<file path="config.mk">
export PLATFORM = sky130hd
export DESIGN_NAME = bitmap_index_allocator
export DESIGN_NICKNAME = d
export VERILOG_FILES = /design/src/hw/rtl/bia_pkg.sv /design/src/hw/rtl/bitmap_index_allocator.sv
export SDC_FILE = /design/constraint.sdc
export NUM_CORES = 2
export LEC_CHECK = 0
export BUFFER_PORTS_ARGS = -buffer_cell sky130_fd_sc_hd__buf_4
export CORE_UTILIZATION = 25
export CTS_BUF_LIST = sky130_fd_sc_hd__clkbuf_4 sky130_fd_sc_hd__clkbuf_8
export DETAILED_ROUTE_END_ITERATION = 16
export GPL_ROUTABILITY_DRIVEN = 0
export GPL_TIMING_DRIVEN = 0
export HOLD_SLACK_MARGIN = 0.08
export PLACE_DENSITY = 0.44
export SLEW_MARGIN = 15
export SYNTH_ARGS = -nofsm -noshare
export SYNTH_HDL_FRONTEND = slang
export SYNTH_SLANG_ARGS = --single-unit
</file>
<file path="constraint.sdc">
create_clock -name aclk -period 8.43 [get_ports aclk]
set_input_delay 2.1075 -clock aclk [delete_from_list [all_inputs] [get_ports aclk]]
set_output_delay 2.1075 -clock aclk [all_outputs]
set_load 0.03 [all_outputs]
</file>
<file path="src/hw/rtl/bia_pkg.sv">
package bia_pkg;

    localparam int KIND_W  = 2;
    localparam int IDX_W   = 10;
    localparam int CNT_W   = 11;
    localparam int STAT_W  = 2;
    localparam int PADDR_W = 2;
    localparam int PDATA_W = 32;

    // Largest index count that the configuration register can express.
    localparam int CFG_MAX = 2047;

    // Shift of the reciprocal used to split an index into word and bit.
    localparam int RECIP_SH = 18;

    localparam logic [KIND_W-1:0] KIND_ALLOC = 2'd0;
    localparam logic [KIND_W-1:0] KIND_FREE  = 2'd1;
    localparam logic [KIND_W-1:0] KIND_RESET = 2'd2;

    localparam logic [STAT_W-1:0] STAT_OK      = 2'd0;
    localparam logic [STAT_W-1:0] STAT_NO_FREE = 2'd1;
    localparam logic [STAT_W-1:0] STAT_RANGE   = 2'd2;
    localparam logic [STAT_W-1:0] STAT_IS_FREE = 2'd3;

    localparam logic [CNT_W-1:0] LIMIT_RESET = 11'd1024;

    typedef enum logic [4:0] {
        ST_IDLE   = 5'b00001,
        ST_DECODE = 5'b00010,
        ST_READ   = 5'b00100,
        ST_CHECK  = 5'b01000,
        ST_RESP   = 5'b10000
    } state_t;

endpackage

</file>
<file path="src/hw/rtl/bitmap_index_allocator.sv">
// Lowest-free index allocator.
// A request enters on the s_ channel (s_kind, s_index): allocate, free or reset all.
// Each request produces exactly one transfer on the m_ channel carrying the
// allocated index, a status code and the number of indices taken afterwards.
// The free map lives in a memory of WORD_BITS-bit words; a word is
// read in ST_READ, then masked and priority-encoded in ST_CHECK by the one scan unit.
// An allocate passes through ST_DECODE, then ST_READ and ST_CHECK once for each
// map word scanned from the search hint (at most 16 with the default parameters),
// then ST_RESP. A free passes through ST_DECODE, ST_READ, ST_CHECK and ST_RESP;
// reset all, an out-of-range free, an allocate with the hint already at the
// limit and the unused kind go from ST_DECODE straight to ST_RESP.
// One request is worked on at a time: s_ready is high only while the scan unit
// is idle, which it becomes at the same clock edge that loads the result. A
// finished result sits in the output register while the next request is
// accepted; a stalled receiver holds the block in its final state. After
// aresetn every index is free, the hint and count are zero and the limit
// register holds 1024. Per-word valid bits make a reset-all request take
// effect at once, so no clearing pass is needed.
// The limit register sits at APB address 0 and may only be written while idle.
module bitmap_index_allocator #(
    parameter int MAX_INDICES = 1024,
    parameter int WORD_BITS   = 64
) (
    input  logic                          aclk,
    input  logic                          aresetn,

    input  logic                          s_valid,
    output logic                          s_ready,
    input  logic [bia_pkg::KIND_W-1:0]    s_kind,
    input  logic [bia_pkg::IDX_W-1:0]     s_index,

    output logic                          m_valid,
    input  logic                          m_ready,
    output logic [bia_pkg::IDX_W-1:0]     m_given_index,
    output logic [bia_pkg::STAT_W-1:0]    m_status,
    output logic [bia_pkg::CNT_W-1:0]     m_allocated_count,

    input  logic                          psel,
    input  logic                          penable,
    input  logic                          pwrite,
    input  logic [bia_pkg::PADDR_W-1:0]   paddr,
    input  logic [bia_pkg::PDATA_W-1:0]   pwdata,
    output logic [bia_pkg::PDATA_W-1:0]   prdata,
    output logic                          pready
);

    localparam int CNT_W   = bia_pkg::CNT_W;
    localparam int BASE_W  = CNT_W + 1;
    // Only indices below the largest reachable limit are ever touched.
    localparam int LIM_CAP = (MAX_INDICES < bia_pkg::CFG_MAX) ? MAX_INDICES
                                                               : bia_pkg::CFG_MAX;
    localparam int DEPTH   = (LIM_CAP + WORD_BITS - 1) / WORD_BITS;
    localparam int AW      = (DEPTH > 1) ? $clog2(DEPTH) : 1;
    localparam int BW      = $clog2(WORD_BITS);
    localparam int RECIP   = ((1 << bia_pkg::RECIP_SH) + WORD_BITS - 1) / WORD_BITS;
    localparam int RC_W    = bia_pkg::RECIP_SH;
    localparam int PROD_W  = CNT_W + RC_W;
    localparam logic [CNT_W-1:0] LIM_CAP_V = CNT_W'(LIM_CAP);

    bia_pkg::state_t state_reg, state_next;

    logic [bia_pkg::KIND_W-1:0]  kind_reg;
    logic [bia_pkg::IDX_W-1:0]   idx_reg;
    logic [AW-1:0]               word_reg, word_next;
    logic [BASE_W-1:0]           base_reg, base_next;
    logic [CNT_W-1:0]            hint_reg, hint_next;
    logic [CNT_W-1:0]            count_reg, count_next;
    logic [CNT_W-1:0]            limit_cfg_reg;
    logic [bia_pkg::IDX_W-1:0]   res_given_reg, res_given_next;
    logic [bia_pkg::STAT_W-1:0]  res_status_reg, res_status_next;

    logic                        m_valid_reg;
    logic [bia_pkg::IDX_W-1:0]   m_given_reg;
    logic [bia_pkg::STAT_W-1:0]  m_status_reg;
    logic [CNT_W-1:0]            m_count_reg;

    logic [WORD_BITS-1:0]        mem [DEPTH];
    logic [WORD_BITS-1:0]        mem_q_reg;
    logic                        vld_q_reg;
    logic [DEPTH-1:0]            valid_reg;

    logic                        mem_we;
    logic [WORD_BITS-1:0]        mem_wdata;
    logic                        valid_clr;

    logic [CNT_W-1:0]            lim;
    logic [CNT_W-1:0]            div_in;
    logic [PROD_W-1:0]           div_prod;
    logic [AW-1:0]               dec_word;
    logic [WORD_BITS-1:0]        word_data;
    logic [BASE_W-1:0]           lo_off;
    logic [BASE_W-1:0]           hi_off;
    logic [WORD_BITS-1:0]        scan_mask;
    logic [WORD_BITS-1:0]        cand;
    logic [BW-1:0]               pos;
    logic [BASE_W-1:0]           found_idx;
    logic [BASE_W-1:0]           word_end;
    logic [BW-1:0]               free_bit;
    logic                        out_free;
    logic                        s_accept;

    // ---------------- configuration port ----------------
    assign pready = 1'b1;
    assign prdata = (paddr == '0) ? bia_pkg::PDATA_W'(limit_cfg_reg) : '0;

    // The limit is the only register, so every write lands in it.
    always_ff @(posedge aclk) begin
        if (!aresetn) begin
            limit_cfg_reg <= bia_pkg::LIMIT_RESET;
        end else if (psel && penable && pwrite) begin
            limit_cfg_reg <= pwdata[CNT_W-1:0];
        end
    end

    assign lim = (limit_cfg_reg > LIM_CAP_V) ? LIM_CAP_V : limit_cfg_reg;

    // ---------------- scan datapath ----------------
    assign s_ready  = (state_reg == bia_pkg::ST_IDLE);
    assign s_accept = s_valid && s_ready;
    assign out_free = !m_valid_reg || m_ready;

    // Word number of the hint or of the index to free, by reciprocal multiply.
    assign div_in   = (kind_reg == bia_pkg::KIND_FREE) ? CNT_W'(idx_reg) : hint_reg;
    assign div_prod = PROD_W'(div_in) * PROD_W'(RECIP);
    assign dec_word = AW'(div_prod >> bia_pkg::RECIP_SH);

    // A word that was never written since the last reset reads as all free.
    assign word_data = vld_q_reg ? mem_q_reg : '1;

    assign lo_off   = ({1'b0, hint_reg} > base_reg) ? ({1'b0, hint_reg} - base_reg) : '0;
    assign hi_off   = ({1'b0, lim} > base_reg) ? ({1'b0, lim} - base_reg) : '0;
    assign word_end = base_reg + BASE_W'(WORD_BITS);
    assign free_bit = BW'(BASE_W'(idx_reg) - base_reg);

    always_comb begin
        for (int b = 0; b < WORD_BITS; b++) begin
            scan_mask[b] = (BASE_W'(b) >= lo_off) && (BASE_W'(b) < hi_off);
        end
    end

    assign cand = word_data & scan_mask;

    always_comb begin
        pos = '0;
        for (int b = WORD_BITS - 1; b >= 0; b--) begin
            if (cand[b]) begin
                pos = BW'(b);
            end
        end
    end

    assign found_idx = base_reg + BASE_W'(pos);

    // ---------------- sequencer ----------------
    always_comb begin
        state_next      = state_reg;
        word_next       = word_reg;
        base_next       = base_reg;
        hint_next       = hint_reg;
        count_next      = count_reg;
        res_given_next  = res_given_reg;
        res_status_next = res_status_reg;
        mem_we          = 1'b0;
        mem_wdata       = word_data;
        valid_clr       = 1'b0;

        case (state_reg)
            bia_pkg::ST_IDLE: begin
                if (s_valid) begin
                    state_next = bia_pkg::ST_DECODE;
                end
            end
            bia_pkg::ST_DECODE: begin
                res_given_next  = '0;
                res_status_next = bia_pkg::STAT_OK;
                state_next      = bia_pkg::ST_RESP;
                case (kind_reg)
                    bia_pkg::KIND_ALLOC: begin
                        if (hint_reg >= lim) begin
                            res_status_next = bia_pkg::STAT_NO_FREE;
                        end else begin
                            word_next  = dec_word;
                            state_next = bia_pkg::ST_READ;
                        end
                    end
                    bia_pkg::KIND_FREE: begin
                        if (CNT_W'(idx_reg) >= lim) begin
                            res_status_next = bia_pkg::STAT_RANGE;
                        end else begin
                            word_next  = dec_word;
                            state_next = bia_pkg::ST_READ;
                        end
                    end
                    bia_pkg::KIND_RESET: begin
                        hint_next  = '0;
                        count_next = '0;
                        valid_clr  = 1'b1;
                    end
                    default: begin
                    end
                endcase
            end
            bia_pkg::ST_READ: begin
                base_next  = BASE_W'(word_reg) * BASE_W'(WORD_BITS);
                state_next = bia_pkg::ST_CHECK;
            end
            bia_pkg::ST_CHECK: begin
                state_next = bia_pkg::ST_RESP;
                if (kind_reg == bia_pkg::KIND_FREE) begin
                    if (word_data[free_bit]) begin
                        res_status_next = bia_pkg::STAT_IS_FREE;
                    end else begin
                        mem_we    = 1'b1;
                        mem_wdata = word_data | (WORD_BITS'(1) << free_bit);
                        if (hint_reg > CNT_W'(idx_reg)) begin
                            hint_next = CNT_W'(idx_reg);
                        end
                        if (count_reg != '0) begin
                            count_next = count_reg - CNT_W'(1);
                        end
                    end
                end else if (cand != '0) begin
                    mem_we         = 1'b1;
                    mem_wdata      = word_data & ~(WORD_BITS'(1) << pos);
                    res_given_next = found_idx[bia_pkg::IDX_W-1:0];
                    hint_next      = CNT_W'(found_idx + BASE_W'(1));
                    count_next     = count_reg + CNT_W'(1);
                end else if (word_end >= {1'b0, lim}) begin
                    res_status_next = bia_pkg::STAT_NO_FREE;
                    if (hint_reg < lim) begin
                        hint_next = lim;
                    end
                end else begin
                    word_next  = word_reg + AW'(1);
                    state_next = bia_pkg::ST_READ;
                end
            end
            bia_pkg::ST_RESP: begin
                if (out_free) begin
                    state_next = bia_pkg::ST_IDLE;
                end
            end
            default: begin
                state_next = bia_pkg::ST_IDLE;
            end
        endcase
    end

    always_ff @(posedge aclk) begin
        if (!aresetn) begin
            state_reg   <= bia_pkg::ST_IDLE;
            hint_reg    <= '0;
            count_reg   <= '0;
            valid_reg   <= '0;
            m_valid_reg <= 1'b0;
        end else begin
            state_reg <= state_next;
            hint_reg  <= hint_next;
            count_reg <= count_next;
            if (valid_clr) begin
                valid_reg <= '0;
            end else if (mem_we) begin
                valid_reg[word_reg] <= 1'b1;
            end
            if (state_reg == bia_pkg::ST_RESP && out_free) begin
                m_valid_reg <= 1'b1;
            end else if (m_ready) begin
                m_valid_reg <= 1'b0;
            end
        end
    end

    always_ff @(posedge aclk) begin
        if (s_accept) begin
            kind_reg <= s_kind;
            idx_reg  <= s_index;
        end
        word_reg       <= word_next;
        base_reg       <= base_next;
        res_given_reg  <= res_given_next;
        res_status_reg <= res_status_next;
        if (state_reg == bia_pkg::ST_RESP && out_free) begin
            m_given_reg  <= res_given_reg;
            m_status_reg <= res_status_reg;
            m_count_reg  <= count_reg;
        end
    end

    // Free map storage: one write port, one registered read port.
    always_ff @(posedge aclk) begin
        if (mem_we) begin
            mem[word_reg] <= mem_wdata;
        end
        if (state_reg == bia_pkg::ST_READ) begin
            mem_q_reg <= mem[word_reg];
            vld_q_reg <= valid_reg[word_reg];
        end
    end

    assign m_valid           = m_valid_reg;
    assign m_given_index     = m_given_reg;
    assign m_status          = m_status_reg;
    assign m_allocated_count = m_count_reg;

    // ---------------- assertions ----------------
    a_count_bound: assert property (@(posedge aclk) disable iff (!aresetn)
        count_reg <= LIM_CAP_V)
        else $error("allocated count exceeds the number of reachable indices");

    a_hint_bound: assert property (@(posedge aclk) disable iff (!aresetn)
        hint_reg <= LIM_CAP_V)
        else $error("search hint beyond the reachable index range");

    a_busy_after_accept: assert property (@(posedge aclk) disable iff (!aresetn)
        s_accept |=> !s_ready)
        else $error("input accepted again before the request finished");

    a_result_loaded: assert property (@(posedge aclk) disable iff (!aresetn)
        (state_reg == bia_pkg::ST_RESP && out_free) |=> m_valid)
        else $error("finished request did not reach the output register");

endmodule
</file>
==> flow_summary.toml <==
[sta]
tightest_slew_ns = 1.19
fin_skew_ns = 0.0816
finalSetupViolCount = 0
setup_tns_ns = 0
rsz0062_at_grt = "no"
finalWorstPathRequiredPeriod_ns = 8.35
final-max-slew-violation-count = 0
holdWs_ns = 0.417
relSlewSlack = 0.197
post-route-period-util = 0.990
hold_viol = 0
clock.fmax_mhz = 120

[global_route]
antenna_found_initial = 6
grtUsageTotal = 0.163
grt_pass1_vias = 31833
grt_overflow = 0
grt_max_degree = 39
grt_pass1_wl_um = 244000

[detailed_routing]
dr.first_iter.drc_count = 3583
drc = 0
viasPerCell = 4.99
drt_first_pass_iters = 6
num_vias = 31682
ant_nets = 0
wire_per_inst_um = 27.5
routed_wl_um = 175000

[synthesis]
ys_seq_area_frac = 0.678
synth_area_leaders = "edfxtp_1, mux4_2, dfxtp_1, a21oi_1, ha_1"
synth_edf_count = 1144
synthFlopType = "edfxtp_1"
synth-seq-cells = 1199
synthCells = 3061
syn_area_mm2 = 0.0523
synth.distinct_cells = 107
yosysWarnings = 0
async_flop_share = 0
synth_top_area_share = 0.657
yosysTopAreaCell = "edfxtp_1"
syn_avg_cell_area_um2 = 17.1

[finish]
syn2layout_area_growth_pct = 18.2
largest_reg_flops = 1024
final_layout_size_suffix_gt1_frac = 0.274
fin_cells = 6348
final_nets = 3527

[min_path]
min_path_cells = 0
hp-class = "flip-flop to flip-flop"

[die]
fp.dieW_um = 459
num_rows = 167
core_mm2 = 0.207
dieArea_mm2 = 0.211
ios = 111
dieHeight_um = 459
start_util = 0.252

[cts]
ctsHoldBuffers = 0
root_buffer = "clkbuf_8"
numCtsBuffers = 197
cts.sinks = 1199
clock_path_buffers = 3
clk_pin_slew_ns = 0.06
htreeDepth = 4
clock_latency_ns = 0.93
cts_tree = "done"

[pwr]
power.switching_w = 0.00264
clkPwrFrac = 0.424
pwr-share-seq = 0.540
powerDensity_mw_per_mm2 = 194
comb_power_share = 0.036
peakVddDrop_mv = 0.0962
fin_total_pwr_w = 0.0120
p_leak_nw = 19.4
cell_internal_pwr_w = 0.00934
swShare = 0.220

[worst_setup_path]
cpMaxStageDelayCell = "o21ai_0"
cp.required_ns = 9.03
cp.arrival_ns = 8.95
r2r_start = "limit_cfg_reg[10]"
worstPathCellList = "inv_1 -> buf_2 -> nand2_1 -> ha_1 -> inv_1 -> fa_1 -> and3_1 -> o21ai_0 -> o21ai_0 -> o21ai_0 -> a21oi_1 -> o221ai_1 -> a32oi_1 -> o211ai_1 -> a221oi_2 -> o21ai_1 -> buf_2 -> ha_1 -> and3_1 -> a22oi_1 -> buf_4"
path_common_cell = "o21ai_0"
reg2regPathDepth = 21
crit_fanout = 13
reg2reg_to = "mem[3][26]"
start_kind = "flip-flop"
cpLargestDelayFamily = "compound AO/OA/AOI/OAI gates"
r2r_slack_ns = 0.08
slowest_delay_ns = 0.84
path_class = "flip-flop to flip-flop"
cp.depth = 21
endpoint_kind = "flip-flop"
cp-endpoint = "mem[3][26]"
crit_start = "limit_cfg_reg[10]"
cp_num_buf_inv = 5

[flow_run]
cap_viol_max_count = 0

[place]
place_inst = 5999
portBuffers = 67
hpwl_um = 119000

[outcome]
status = "completed"
==> worst reg2reg max path, stage by stage (launching register included) <==
cell and delay (ns):
dfxtp_1 0.44, inv_1 0.19, buf_2 0.27, nand2_1 0.31, ha_1 0.23, inv_1 0.06
fa_1 0.47, and3_1 0.25, o21ai_0 0.84, o21ai_0 0.45, o21ai_0 0.63, a21oi_1 0.21
o221ai_1 0.27, a32oi_1 0.10, o211ai_1 0.33, a221oi_2 0.18, o21ai_1 0.41, buf_2 0.45
ha_1 0.75, and3_1 0.59, a22oi_1 0.34, buf_4 0.29
==> worst min-delay path by stage <==
stage / end / startpoint
2_1_floorplan: m_given_index[0] / res_given_reg[0]
3_3_place_gp: m_status[0] / res_status_reg[0]
3_5_place_dp: m_given_index[1] / res_given_reg[1]
4_1_cts: m_given_index[1] / res_given_reg[1]
5_1_grt: m_given_index[9] / res_given_reg[9]
6_report: m_given_index[1] / res_given_reg[1]
==> layout make-up <==
| cell class | instances | area (um^2) |
|---|---|---|
| Tap cell | 2788 | 3490 |
| Clock inverter | 89 | 666 |
| Buffer | 181 | 828 |
| Sequential cell | 1199 | 35500 |
| Multi-Input combinational cell | 1648 | 16300 |
| Clock buffer | 259 | 3210 |
| Antenna cell | 3 | 7.51 |
| Fill cell | 20539 | 146000 |
| Inverter | 51 | 191 |
| Timing Repair Buffer | 130 | 1660 |
==> power groups by stage <==
| stage | Sequential [W] | Combinational, W | Clock (W) |
|---|---|---|---|
| after floorplan | 0.00658 | 0.000273 | 0 |
| after detailed placement | 0.00659 | 0.000427 | 0 |
| after global routing | 0.00647 | 0.000461 | 0.00547 |
| after global placement | 0.00659 | 0.000423 | 0 |
| after CTS | 0.00647 | 0.000429 | 0.00523 |
| final | 0.00647 | 0.000435 | 0.00507 |
==> cell usage after synthesis (13+ instances only) <==
library cell	instances
edfxtp_1	1144
mux4_2	345
a21oi_1	170
nor2_1	164
nand2_1	143
clkbuf_1	118
o21ai_0	79
ha_1	63
nand2b_1	63
dfxtp_1	55
inv_1	48
o21a_1	44
nor3_1	43
and2_1	42
a31oi_1	39
nand3_1	36
nor4_1	25
buf_1	24
buf_4	24
a211oi_1	19
and3_1	19
a21o_1	18
o31ai_1	18
mux2i_1	17
buf_2	16
a2bb2oi_1	14
o22ai_1	14
or3_1	14
nand4_1	13
==> per-layer routing <==
| metal | up-vias | global-route usage | wire, um |
|---|---|---|---|
| met5 | - | 0 | 26 |
| met4 | 4 | 0.0703 | 7240 |
| met3 | 366 | 0.0309 | 11000 |
| met2 | 1437 | 0.255 | 80000 |
| met1 | 16679 | 0.221 | 76300 |
| li1 | 13196 | - | - |
==> cell usage in the layout, fill, tap and decap left out, drive strengths merged, types with 55 or more instances in the layout <==
master	count
clkbuf	378
nand2	143
dfxtp	55
nor2	167
ha	63
inv	56
buf	192
mux4	345
nand2b	63
edfxtp	1144
clkinv	71
o21ai	86
a21oi	173
==> cell families (layout without fill, tap and decap cells) <==
group,after synthesis,in the layout,share of synthesized area
compound gates,551,551,0.0704
fa+ha+maj,66,66,0.0162
flops,1199,1199,0.678
mux,362,362,0.152
simple gates,631,631,0.0615
xor+xnor,16,16,0.00268
buf+inv,234,710,0.0190
other cells,2,25,0.000144
==> stage by stage <==
| step | cell area (um^2) | utilization | setup WS [ns] |
|---|---|---|---|
| CTS | 61700 | 0.298 | 0.309 |
| finish | 61800 | 0.298 | 0.0832 |
| floorplan | 52400 | - | 2.41 |
| global route | 61800 | 0.298 | 0.0248 |
| global placement | 56300 | 0.272 | -2.99 |
| detailed placement | 57800 | 0.279 | -0.545 |
==> timing repair <==
action,in CTS,in global routing
pin swaps,0,0
gates cloned,0,0
setup endpoints to repair,304,137
gates resized for setup,10,3
buffers inserted,0,0
(Power assumes the default switching activity.)
